<file path="config.mk">
export PLATFORM = sky130hd
export DESIGN_NAME = square_matrix_multiply_trace
export DESIGN_NICKNAME = d
export VERILOG_FILES = /design/src/hw/rtl/smmt_pkg.sv /design/src/hw/rtl/smmt_seq.sv /design/src/hw/rtl/smmt_dp.sv /design/src/hw/rtl/square_matrix_multiply_trace.sv
export SDC_FILE = /design/constraint.sdc
export NUM_CORES = 2
export LEC_CHECK = 0
export ABC_AREA = 1
export BUFFER_PORTS_ARGS = -buffer_cell sky130_fd_sc_hd__buf_2
export CORE_ASPECT_RATIO = 0.5
export CORE_MARGIN = 4
export CORE_UTILIZATION = 45
export DETAILED_ROUTE_END_ITERATION = 10
export GPL_TIMING_DRIVEN = 0
export MAX_ROUTING_LAYER = met4
export SYNTH_ARGS = -nofsm -noshare
export SYNTH_HDL_FRONTEND = slang
export SYNTH_SLANG_ARGS = --single-unit
</file>
<file path="constraint.sdc">
create_clock -name i_clk -period 11.67 [get_ports i_clk]
set_input_delay 0.5835 -clock i_clk [delete_from_list [all_inputs] [get_ports i_clk]]
set_output_delay 0.5835 -clock i_clk [all_outputs]
set_load 0.02 [all_outputs]
</file>
<file path="src/hw/rtl/smmt_pkg.sv">
// ----------------------------------------------------------------------------
// Square matrix multiply with trace: shared package
// Field widths, microcode word layout, the control program and the
// control and status bundles passed between the sequencer and the datapath.
// ----------------------------------------------------------------------------
package smmt_pkg;

    localparam int IDX_W      = 3;
    localparam int DIM_W      = 4;
    localparam int VAL_W      = 16;
    localparam int PROD_W     = 35;
    localparam int TRACE_W    = 38;
    localparam int IN_DATA_W  = 24;
    localparam int OUT_DATA_W = 80;
    localparam int STEP_W     = 3;

    localparam logic [DIM_W-1:0] DIM_RESET = 4'd8;

    typedef enum logic [1:0] {
        W_NONE     = 2'd0,
        W_NO_GO    = 2'd1,
        W_K_MORE   = 2'd2,
        W_OUT_BUSY = 2'd3
    } t_wait_sel;

    typedef enum logic {
        B_NONE      = 1'b0,
        B_ELEM_LAST = 1'b1
    } t_br_sel;

    typedef struct packed {
        logic              in_ready;
        logic              init;
        logic              issue;
        logic              emit;
        t_wait_sel         wait_sel;
        t_br_sel           br_sel;
        logic [STEP_W-1:0] target;
        logic [STEP_W-1:0] next_step;
    } t_uword;

    typedef struct packed {
        logic in_ready;
        logic init;
        logic issue;
        logic emit;
    } t_ctrl;

    typedef struct packed {
        logic go_load;
        logic k_last;
        logic out_busy;
        logic elem_last;
    } t_stat;

    localparam logic [STEP_W-1:0] ST_IDLE  = 3'd0;
    localparam logic [STEP_W-1:0] ST_INIT  = 3'd1;
    localparam logic [STEP_W-1:0] ST_ISSUE = 3'd2;
    localparam logic [STEP_W-1:0] ST_DRAIN = 3'd3;
    localparam logic [STEP_W-1:0] ST_EMIT  = 3'd4;

    function automatic t_uword ucode(input logic [STEP_W-1:0] step);
        t_uword w;
        w = '{in_ready: 1'b1, init: 1'b0, issue: 1'b0, emit: 1'b0,
              wait_sel: W_NO_GO, br_sel: B_NONE, target: ST_IDLE, next_step: ST_INIT};
        unique case (step)
            ST_IDLE: begin
                w = '{in_ready: 1'b1, init: 1'b0, issue: 1'b0, emit: 1'b0,
                      wait_sel: W_NO_GO, br_sel: B_NONE, target: ST_IDLE,
                      next_step: ST_INIT};
            end
            ST_INIT: begin
                w = '{in_ready: 1'b0, init: 1'b1, issue: 1'b0, emit: 1'b0,
                      wait_sel: W_NONE, br_sel: B_NONE, target: ST_IDLE,
                      next_step: ST_ISSUE};
            end
            ST_ISSUE: begin
                w = '{in_ready: 1'b0, init: 1'b0, issue: 1'b1, emit: 1'b0,
                      wait_sel: W_K_MORE, br_sel: B_NONE, target: ST_IDLE,
                      next_step: ST_DRAIN};
            end
            ST_DRAIN: begin
                w = '{in_ready: 1'b0, init: 1'b0, issue: 1'b0, emit: 1'b0,
                      wait_sel: W_NONE, br_sel: B_NONE, target: ST_IDLE,
                      next_step: ST_EMIT};
            end
            ST_EMIT: begin
                w = '{in_ready: 1'b0, init: 1'b0, issue: 1'b0, emit: 1'b1,
                      wait_sel: W_OUT_BUSY, br_sel: B_ELEM_LAST, target: ST_IDLE,
                      next_step: ST_ISSUE};
            end
            default: begin
                w = '{in_ready: 1'b0, init: 1'b0, issue: 1'b0, emit: 1'b0,
                      wait_sel: W_NONE, br_sel: B_NONE, target: ST_IDLE,
                      next_step: ST_IDLE};
            end
        endcase
        return w;
    endfunction

endpackage

</file>
<file path="src/hw/rtl/smmt_seq.sv">
// ----------------------------------------------------------------------------
// Square matrix multiply with trace: microcode sequencer
// Step counter over a small control program; each step waits on at most one status
// condition and then branches or falls through to its next step.
// ----------------------------------------------------------------------------
module smmt_seq
    import smmt_pkg::*;
(
    input  logic  i_clk,
    input  logic  i_rst_n,
    input  t_stat i_stat,
    output t_ctrl o_ctrl
);

    logic [STEP_W-1:0] r_step;
    logic [STEP_W-1:0] n_step;
    t_uword            uw;
    logic              hold;
    logic              take_br;

    assign uw = ucode(r_step);

    always_comb begin
        unique case (uw.wait_sel)
            W_NONE:     hold = 1'b0;
            W_NO_GO:    hold = !i_stat.go_load;
            W_K_MORE:   hold = !i_stat.k_last;
            W_OUT_BUSY: hold = i_stat.out_busy;
            default:    hold = 1'b0;
        endcase
    end

    assign take_br = (uw.br_sel == B_ELEM_LAST) && i_stat.elem_last;

    always_comb begin
        priority if (hold) begin
            n_step = r_step;
        end else if (take_br) begin
            n_step = uw.target;
        end else begin
            n_step = uw.next_step;
        end
    end

    always_ff @(posedge i_clk) begin
        if (!i_rst_n) begin
            r_step <= ST_IDLE;
        end else begin
            r_step <= n_step;
        end
    end

    assign o_ctrl = '{in_ready: uw.in_ready, init: uw.init,
                      issue: uw.issue, emit: uw.emit};

endmodule

</file>
<file path="src/hw/rtl/smmt_dp.sv">
// ----------------------------------------------------------------------------
// Square matrix multiply with trace: datapath
// Element stores, index counters, one pipelined multiply-accumulate unit,
// the trace accumulator and the result register.
// ----------------------------------------------------------------------------
module smmt_dp
    import smmt_pkg::*;
#(
    parameter int MAX_DIM   = 8,
    parameter int FRAC_BITS = 16
) (
    input  logic                  i_clk,
    input  logic                  i_rst_n,
    input  logic                  i_cfg_valid,
    input  logic [DIM_W-1:0]      i_cfg_data,
    input  logic                  i_s_tvalid,
    input  logic [IN_DATA_W-1:0]  i_s_tdata,
    input  logic                  i_s_tuser,
    input  logic                  i_s_tlast,
    output logic                  o_m_tvalid,
    input  logic                  i_m_tready,
    output logic [OUT_DATA_W-1:0] o_m_tdata,
    output logic                  o_m_tlast,
    input  t_ctrl                 i_ctrl,
    output t_stat                 o_stat
);

    localparam int DEPTH = MAX_DIM * MAX_DIM;
    localparam int AW    = (MAX_DIM > 1) ? $clog2(DEPTH) : 1;
    localparam logic [VAL_W-1:0] ELEM_MASK =
        (FRAC_BITS >= VAL_W) ? {VAL_W{1'b1}} : VAL_W'((64'd1 << FRAC_BITS) - 64'd1);

    logic [VAL_W-1:0]      mem_a [DEPTH];
    logic [VAL_W-1:0]      mem_b [DEPTH];

    logic [DIM_W-1:0]      r_dim;
    logic [DIM_W-1:0]      size_n;
    logic [IDX_W-1:0]      in_row;
    logic [IDX_W-1:0]      in_col;
    logic [VAL_W-1:0]      in_val;
    logic                  wr_en;
    logic [6:0]            wr_full;
    logic [6:0]            rda_full;
    logic [6:0]            rdb_full;

    logic [IDX_W-1:0]      r_k;
    logic [IDX_W-1:0]      r_row;
    logic [IDX_W-1:0]      r_col;
    logic [VAL_W-1:0]      r_rd_a;
    logic [VAL_W-1:0]      r_rd_b;
    logic                  r_v1;
    logic                  r_v2;
    logic [2*VAL_W-1:0]    r_prod;
    logic [PROD_W-1:0]     r_acc;
    logic [PROD_W-1:0]     sum;
    logic [TRACE_W-1:0]    r_trace;
    logic [TRACE_W-1:0]    trace_now;

    logic                  k_last;
    logic                  row_last;
    logic                  col_last;
    logic                  diag;
    logic                  out_busy;
    logic                  fire;

    logic                  r_out_valid;
    logic [IDX_W-1:0]      r_o_row;
    logic [IDX_W-1:0]      r_o_col;
    logic [PROD_W-1:0]     r_o_prod;
    logic [TRACE_W-1:0]    r_o_trace;
    logic                  r_o_last;

    assign in_row = i_s_tdata[2:0];
    assign in_col = i_s_tdata[5:3];
    assign in_val = i_s_tdata[21:6] & ELEM_MASK;

    always_comb begin
        priority if (r_dim == '0) begin
            size_n = 4'd1;
        end else if (r_dim > DIM_W'(MAX_DIM)) begin
            size_n = DIM_W'(MAX_DIM);
        end else begin
            size_n = r_dim;
        end
    end

    assign wr_en = i_s_tvalid && i_ctrl.in_ready
                   && (DIM_W'(in_row) < DIM_W'(MAX_DIM))
                   && (DIM_W'(in_col) < DIM_W'(MAX_DIM));
    assign wr_full  = 7'(in_row) * 7'(MAX_DIM) + 7'(in_col);
    assign rda_full = 7'(r_row) * 7'(MAX_DIM) + 7'(r_k);
    assign rdb_full = 7'(r_k) * 7'(MAX_DIM) + 7'(r_col);

    always_ff @(posedge i_clk) begin
        if (wr_en && !i_s_tuser) begin
            mem_a[wr_full[AW-1:0]] <= in_val;
        end
        if (wr_en && i_s_tuser) begin
            mem_b[wr_full[AW-1:0]] <= in_val;
        end
        if (i_ctrl.issue) begin
            r_rd_a <= mem_a[rda_full[AW-1:0]];
            r_rd_b <= mem_b[rdb_full[AW-1:0]];
        end
        if (r_v1) begin
            r_prod <= r_rd_a * r_rd_b;
        end
    end

    assign k_last   = (DIM_W'(r_k) == size_n - 4'd1);
    assign row_last = (DIM_W'(r_row) == size_n - 4'd1);
    assign col_last = (DIM_W'(r_col) == size_n - 4'd1);
    assign diag     = (r_row == r_col);
    assign out_busy = r_out_valid && !i_m_tready;
    assign fire     = i_ctrl.emit && !out_busy;

    assign sum       = r_acc + PROD_W'(r_prod);
    assign trace_now = r_trace + (diag ? TRACE_W'(sum) : '0);

    always_ff @(posedge i_clk) begin
        if (!i_rst_n) begin
            r_dim       <= DIM_RESET;
            r_v1        <= 1'b0;
            r_v2        <= 1'b0;
            r_k         <= '0;
            r_row       <= '0;
            r_col       <= '0;
            r_acc       <= '0;
            r_trace     <= '0;
            r_out_valid <= 1'b0;
        end else begin
            if (i_cfg_valid) begin
                r_dim <= i_cfg_data;
            end
            r_v1 <= i_ctrl.issue;
            r_v2 <= r_v1;

            if (i_ctrl.init || fire) begin
                r_k <= '0;
            end else if (i_ctrl.issue) begin
                r_k <= r_k + 3'd1;
            end

            if (i_ctrl.init || fire) begin
                r_acc <= '0;
            end else if (r_v2 && !i_ctrl.emit) begin
                r_acc <= r_acc + PROD_W'(r_prod);
            end

            if (i_ctrl.init) begin
                r_row   <= '0;
                r_col   <= '0;
                r_trace <= '0;
            end else if (fire) begin
                r_trace <= trace_now;
                if (col_last) begin
                    r_col <= '0;
                    r_row <= r_row + 3'd1;
                end else begin
                    r_col <= r_col + 3'd1;
                end
            end

            if (fire) begin
                r_out_valid <= 1'b1;
            end else if (i_m_tready) begin
                r_out_valid <= 1'b0;
            end
        end
    end

    always_ff @(posedge i_clk) begin
        if (fire) begin
            r_o_row   <= r_row;
            r_o_col   <= r_col;
            r_o_prod  <= sum;
            r_o_trace <= (row_last && col_last) ? trace_now : '0;
            r_o_last  <= row_last && col_last;
        end
    end

    assign o_m_tvalid = r_out_valid;
    assign o_m_tdata  = {1'b0, r_o_trace, r_o_prod, r_o_col, r_o_row};
    assign o_m_tlast  = r_o_last;

    assign o_stat = '{go_load: i_s_tvalid && i_ctrl.in_ready && i_s_tlast,
                      k_last: k_last,
                      out_busy: out_busy,
                      elem_last: row_last && col_last};

endmodule

</file>
<file path="src/hw/rtl/square_matrix_multiply_trace.sv">
// Sequence: load items are taken only while idle; after the item marked last is
// taken, the sequencer steps through init, issue, drain and emit, and the first
// product element is registered when emit fires. Elements are computed one at a
// time by the single shared multiply-accumulate unit, one read port per element store.
// Reset: synchronous, active low; clears the sequencer, counters, trace and the
// result valid and sets the size to 8. The element stores are not cleared.
// ----------------------------------------------------------------------------
// Square matrix multiply with trace: top level
// Loads matrices A and B, then streams C = A * B in row-major order with the
// trace of C on the final item.
// ----------------------------------------------------------------------------
module square_matrix_multiply_trace
    import smmt_pkg::*;
#(
    parameter int MAX_DIM   = 8,
    parameter int FRAC_BITS = 16
) (
    input  logic                  i_clk,
    input  logic                  i_rst_n,
    input  logic                  i_cfg_valid,
    output logic                  o_cfg_ready,
    input  logic [DIM_W-1:0]      i_cfg_data,
    input  logic                  i_s_tvalid,
    output logic                  o_s_tready,
    input  logic [IN_DATA_W-1:0]  i_s_tdata,   // row[2:0], col[5:3], value[21:6], zero pad
    input  logic                  i_s_tuser,   // kind[0]
    input  logic                  i_s_tlast,
    output logic                  o_m_tvalid,
    input  logic                  i_m_tready,
    output logic [OUT_DATA_W-1:0] o_m_tdata,   // out_row[2:0], out_col[5:3],
                                               // product_value[40:6],
                                               // trace_value[78:41], zero pad
    output logic                  o_m_tlast
);

    t_ctrl ctrl;
    t_stat stat;

    assign o_cfg_ready = 1'b1;
    assign o_s_tready  = ctrl.in_ready;

    smmt_seq u_seq (
        .i_clk   (i_clk),
        .i_rst_n (i_rst_n),
        .i_stat  (stat),
        .o_ctrl  (ctrl)
    );

    smmt_dp #(
        .MAX_DIM   (MAX_DIM),
        .FRAC_BITS (FRAC_BITS)
    ) u_dp (
        .i_clk       (i_clk),
        .i_rst_n     (i_rst_n),
        .i_cfg_valid (i_cfg_valid),
        .i_cfg_data  (i_cfg_data),
        .i_s_tvalid  (i_s_tvalid),
        .i_s_tdata   (i_s_tdata),
        .i_s_tuser   (i_s_tuser),
        .i_s_tlast   (i_s_tlast),
        .o_m_tvalid  (o_m_tvalid),
        .i_m_tready  (i_m_tready),
        .o_m_tdata   (o_m_tdata),
        .o_m_tlast   (o_m_tlast),
        .i_ctrl      (ctrl),
        .o_stat      (stat)
    );

endmodule

</file>
# [Word level (Yosys, flattened, before mapping)]
# Memory sizes are Yosys's and may differ from the RTL's. A register that Yosys moved wholly into a read port is not among the register bits.
# Index checks and enable logic that the tools add are counted.
[op_classes] mux=13 n_reduce_logical=23 bitwise=1 n_addsub=9 mul=1 n_lt_le_gt_ge=1 eq_ne=11
[op_table] op="13-bit one-hot mux with 5 select lines" n=1
[op_table] op="38-bit adder" n=1
[op_table] op="35-bit by 32-bit adder with 35-bit output" n=1
[op_table] op="35-bit 2-to-1 mux" n=1
[op_table] op="16-bit by 16-bit multiplier with 32-bit output" n=1
[op_table] op="6-bit by 3-bit adder with 6-bit output" n=3
[op_table] op="3-bit by 4-bit == test with 1-bit output" n=3
[op_table] op="3-bit by 1-bit adder with 3-bit output (second input constant)" n=3
[op_table] op="1-bit logical AND" n=9
[op_table] op="4-bit 2-to-1 mux" n=2
[op_table] op="3-bit by 2-bit == test with 1-bit output (second input constant)" n=2
[op_table] op="1-bit zero test" n=6
[op_table] op="1-bit 2-to-1 mux" n=6
[op_table] op="3-bit 2-to-1 mux" n=2
[op_table] op="2-bit == test (second input constant)" n=2
[op_table] op="4-bit greater-than comparator (second input constant)" n=1
[op_table] op="4-bit zero test" n=1
[op_table] op="1-bit one-hot mux with 4 select lines" n=1
[op_table] op="2-bit OR reduction" n=2
[op_table] op="4-bit by 1-bit subtractor with 4-bit output (second input constant)" n=1
[op_table] op="3-bit by 1-bit == test with 1-bit output (second input constant)" n=1
[op_table] op="3-bit == test" n=1
[op_table] op="3-bit == test (second input constant)" n=1
[op_table] op="3-bit zero test" n=1
[op_table] op="6 further kinds" n=6
[word_totals] out_inout_bits=84 input_bits=35 word_cells=77 register_bits=204 mem_count=2 mem_bits_rw=2048
[memory_table] memory="u_dp.mem_a" words=64 width=16 read_ports=1 rd_ports_with_merged_regs=1 write_ports=1 line="smmt_dp.sv:33" source="logic [VAL_W-1:0] mem_a [DEPTH];"
[memory_table] memory="u_dp.mem_b" words=64 width=16 read_ports=1 rd_ports_with_merged_regs=1 write_ports=1 line="smmt_dp.sv:34" source="logic [VAL_W-1:0] mem_b [DEPTH];"

# [Longest topological paths before layout]
[depth] ltp_word=8 mapped_depth=26 depth_no_buf=25

# [By module]
# Synthesis repeated with hierarchy kept, for this count alone.
[unflattened] hier_cells=9282 hier_area_um2=103290.3
[by_module_without_submodules] mod="smmt_dp" seq_area_each_um2=67604.8 cells_each=9250 instances=1 area_each_um2=103077.6
[by_module_without_submodules] mod="smmt_seq" seq_area_each_um2=60.1 cells_each=30 instances=1 area_each_um2=201.4
[by_module_without_submodules] mod="square_matrix_multiply_trace" seq_area_each_um2=0.0 cells_each=2 instances=1 area_each_um2=11.3

# [Worst setup path after synthesis]
# Ideal clock, no wire load.
[synth_timing] path_type="register -> register" startpoint="reg u_dp.r_rd_b[1] (read register of u_dp.mem_b)" endpoint="reg u_dp.r_prod[17] (data pin)" t_arrival_ps=5312 required_time_ps=11418 path_stages_with_launch=21 synth_period_minus_slack_ps=5565 path_slack_ps=6105 n_path_buf=2 setup_time_ps=252 cell_sequence="edfxtp_1 > clkbuf_1 > clkbuf_1 > nand2_1 > fa_1 > fa_1 > fa_1 > fa_1 > inv_1 > fa_1 > inv_1 > fa_1 > inv_1 > ha_1 > nand2_1 > nor2_1 > nor3b_1 > a21oi_1 > or2_2 > nand3_1 > nand2_1"
[synth_between] elab_chain_len=1
[synth_lines] element="start: declaration" line="smmt_dp.sv:50" source="logic [VAL_W-1:0] r_rd_b;"
[synth_lines] element="16-bit by 16-bit multiplier with 32-bit output" line="smmt_dp.sv:106" source="r_prod <= r_rd_a * r_rd_b;"
[synth_lines] element="end signal: assignment" line="smmt_dp.sv:106"
[synth_lines] element="end: declaration" line="smmt_dp.sv:53" source="logic [2*VAL_W-1:0] r_prod;"
# Every way passes these cells.
# A chain may end at the register's enable or synchronous reset.

# [Worst setup path after layout]
[layout_timing] startpoint="reg u_dp.r_rd_a[10] (read register of u_dp.mem_a)" endpoint="reg u_dp.r_prod[17] (data pin)"
[layout_between] elab_chain_len=1
[layout_lines] element="start: declaration" line="smmt_dp.sv:49" source="logic [VAL_W-1:0] r_rd_a;"
[layout_lines] element="16-bit by 16-bit multiplier with 32-bit output" line="smmt_dp.sv:106"
# Every way passes these cells.

==> results.ini <==
[run_status]
outcome=complete, no violations

[floorplanning]
row_count=124
dieArea_mm2=0.238
ios=119
die_y_um=347
die_w_um=686
core_area_mm2=0.228
start_util=0.452

[critical_path]
arrival_ns=7.37
critPathLaunch=u_dp.r_rd_a[10]
cp-endpoint=u_dp.r_prod[17]
reg2reg_slack_ns=4.91
crit_buf_inv=5
criticalPathCategory=reg -> reg
reg2reg_to=u_dp.r_prod[17]
reg2reg_depth=20
crit_family=adder cells
end_kind=flip-flop
crit_required_ns=12.29
regToRegStartpoint=u_dp.r_rd_a[10]
crit_cells=20
cp-start-kind=flip-flop
slowest_delay_ns=0.61
critical_path.max_fanout=10
cpMostUsedCell=fa_1
slowest_stage=clkbuf_1
crit_chain=clkbuf_1, clkbuf_1, nand2_1, fa_1, fa_1, fa_1, fa_1, inv_1, fa_1, inv_1, fa_1, inv_1, ha_1, nand2_1, nor2_1, nor3b_1, a21oi_1, or2_2, nand3_1, nand2_1

[final_layout]
final_util=0.513
fin_area_mm2=0.117
fillerInstances=20400
drive_above_1_share=0.0819
final-seq-area_mm2=0.0677
fin_nets=10200
fin_cells=13000
syn_to_final_growth_pct=13.4
multi_input_area_mm2=0.0313

[cts]
clock_latency_ns=0.89
root_buffer=clkbuf_16
cts_tree=yes
clockBufferDepth=4
ctsResizeCount=0
holdBufCountCts=11
htreeDepth=4
clk_pin_slew_ns=0.07
clock-sinks=2284
cts_setup_buffers=0
cts_buffers=209

[yosys]
synth_area_mm2=0.103
syn-num-nets=9742
ys_seq_elements=2284
synth_area_leaders=edfxtp_1 (64%), nand2_1 (6.3%), o21ai_0 (5.1%), nor2_1 (5.1%), fa_1 (3.8%)
yosys.area.top_type=edfxtp_1
synth_top_area_share=0.637
synth_area_per_cell_um2=11.1
yosys_warnings=0
synth.distinct_cells=43
seq_area_frac_synth=0.655
netlist_instances=9336

[placement]
dp.cells=12700
postPlaceCellArea_mm2=0.111
detailed_place_hpwl_mm=258
gp_congestion=1.01
io_buffers=114

[drt]
viasPerCell=5.82
drt-total-wl_mm=369
firstDrtPassIters=6
ant_nets=0
dr_total_vias=75900
drt_first_iter_violations=11100
drc_errors=0
wl_per_cell_um=28.3

[timing]
rsz0062_at_grt=no
finalMaxSlewViolations=0
hold_violations=0
setup_viol=0
finalCriticalPeriod_ns=6.76
clock_skew_ns=0.0587
maxSlewHeadroom=0.0366
setup_tns_ns=0
tightestPinTransition_ns=1.45
fmax_mhz=148
finalCritPeriodShare=0.579

[pwr]
p_per_area_mw_per_mm2=181
power.leakage_nw=43.5
ir_worst_vdd_mv=0.354

[grt]
grt_usage=0.311
grt_pass1_vias=70700
antenna_found_initial=19
grt_start_max_net_pins=96
grt_overflow=0
grt_pass1_wl_mm=517

[min_path]
min-delay-path-class=in -> reg

[run]
drv_cap=0

## cell usage in the layout (no fill, tap or decap), drive strengths merged, types with 11 or more instances in the layout
master and count:
a21oi 138, buf 419, bufinv 14, clkbuf 625, clkinv 76, dfxtp 92
dlygate4sd3 11, edfxtp 2192, fa 196, ha 175, inv 627, nand2 1743
nand3 408, nor2 1398, nor3 40, o21ai 1126, o22ai 513, xnor2 23
xor2 45
## how the worst min path moves through the flow
| stage | from | end | slack [ns] | cells past startpoint |
|---|---|---|---|---|
| 2_1_floorplan | u_dp.r_row[2] | u_dp.r_o_row[2] | 0.40 | 0 |
| 3_3_place_gp | u_dp.r_row[2] | u_dp.r_o_row[2] | 0.42 | 0 |
| 3_5_place_dp | u_dp.r_row[2] | u_dp.r_o_row[2] | 0.43 | 0 |
| 4_1_cts | i_s_tdata[9] | u_dp.mem_b[44][3] | 0.09 | 1 |
| 5_1_grt | i_s_tdata[9] | u_dp.mem_b[44][3] | 0.12 | 1 |
| 6_report | i_s_tdata[6] | u_dp.mem_a[20][0] | 0.15 | 1 |
## cell families (layout without fill, tap and decap cells)
kind of cell             count (synthesis)  in the layout  synth area share
other                                    2             10         0.0000727
buffers and inverters                 1173           1782            0.0468
AO/OA/AOI/OAI                         1811           1811            0.0947
flip-flops                            2284           2284             0.655
adder cells (fa/ha/maj)                371            371            0.0592
AND/OR/NAND/NOR                       3627           3627             0.138
XOR/XNOR                                68             68           0.00577
## cells in the mapped netlist
library cell	instances
a21boi_1	1
and2_1	8
fa_1	196
o21ai_0	1047
buf_8	2
nand3_1	408
inv_4	1
dfxtp_1	92
nor2_4	1
xor2_1	45
conb_1	2
buf_6	26
edfxtp_1	2192
nand2_1	1743
nor4_1	4
a21boi_0	2
a21o_1	5
clkbuf_1	364
nor2_1	1395
nor3b_1	2
a21oi_1	138
nor2_2	2
ha_1	175
a31oi_1	3
inv_1	616
nand4_1	9
o22ai_1	513
o21ai_1	79
buf_4	21
xnor2_1	23
clkinv_1	2
inv_2	5
o211ai_1	10
nor3_2	1
or2_2	3
o21a_1	3
buf_1	27
nand3b_1	9
o21bai_1	9
and3_1	3
a22oi_1	1
buf_2	109
nor3_1	39
## where the power goes
part | leakage (nW) | switching, mW | internal [mW]
sequential | 20.5 | 0.0220 | 9.20
clock | 3.12 | 3.12 | 3.66
combinational | 19.9 | 3.60 | 1.59
## per-stage QoR
step	hold slack (ns)	worst slack (ns)	power, mW
2_1_floorplan	0.403	6.11	12.5
3_3_place_gp	0.421	4.59	14.4
5_1_grt	0.119	4.55	22.1
4_1_cts	0.0909	5.00	21.1
3_5_place_dp	0.428	5.06	14.5
6_report	0.150	4.91	21.2
## final cells by class
type | count | share of cell area
Timing Repair Buffer | 245 | 0.0261
Sequential cell | 2284 | 0.577
Multi-Input combinational cell | 5879 | 0.267
Buffer | 549 | 0.0213
Inverter | 624 | 0.0200
Clock inverter | 103 | 0.00765
Tap cell | 3087 | 0.0330
Clock buffer | 261 | 0.0472
Antenna cell | 8 | 0.000171
## per-layer routing
layer,track usage,vias to the layer above,share of wire
li1,-,33400,-
met1,0.443,37600,0.41
met2,0.452,4403,0.43
met3,0.0596,589,0.12
met4,0.102,0,0.039
met5,-,-,0
## registers in the layout, summed over array words and instances (netlist names), 16 cells and up
register	count
u_dp.mem_a	1024
u_dp.mem_b	1024
u_dp.r_o_trace	38
u_dp.r_trace	38
u_dp.r_acc	35
u_dp.r_o_prod	35
u_dp.r_prod	32
u_dp.r_rd_a	16
u_dp.r_rd_b	16
Power figures use the tool's default switching activity.
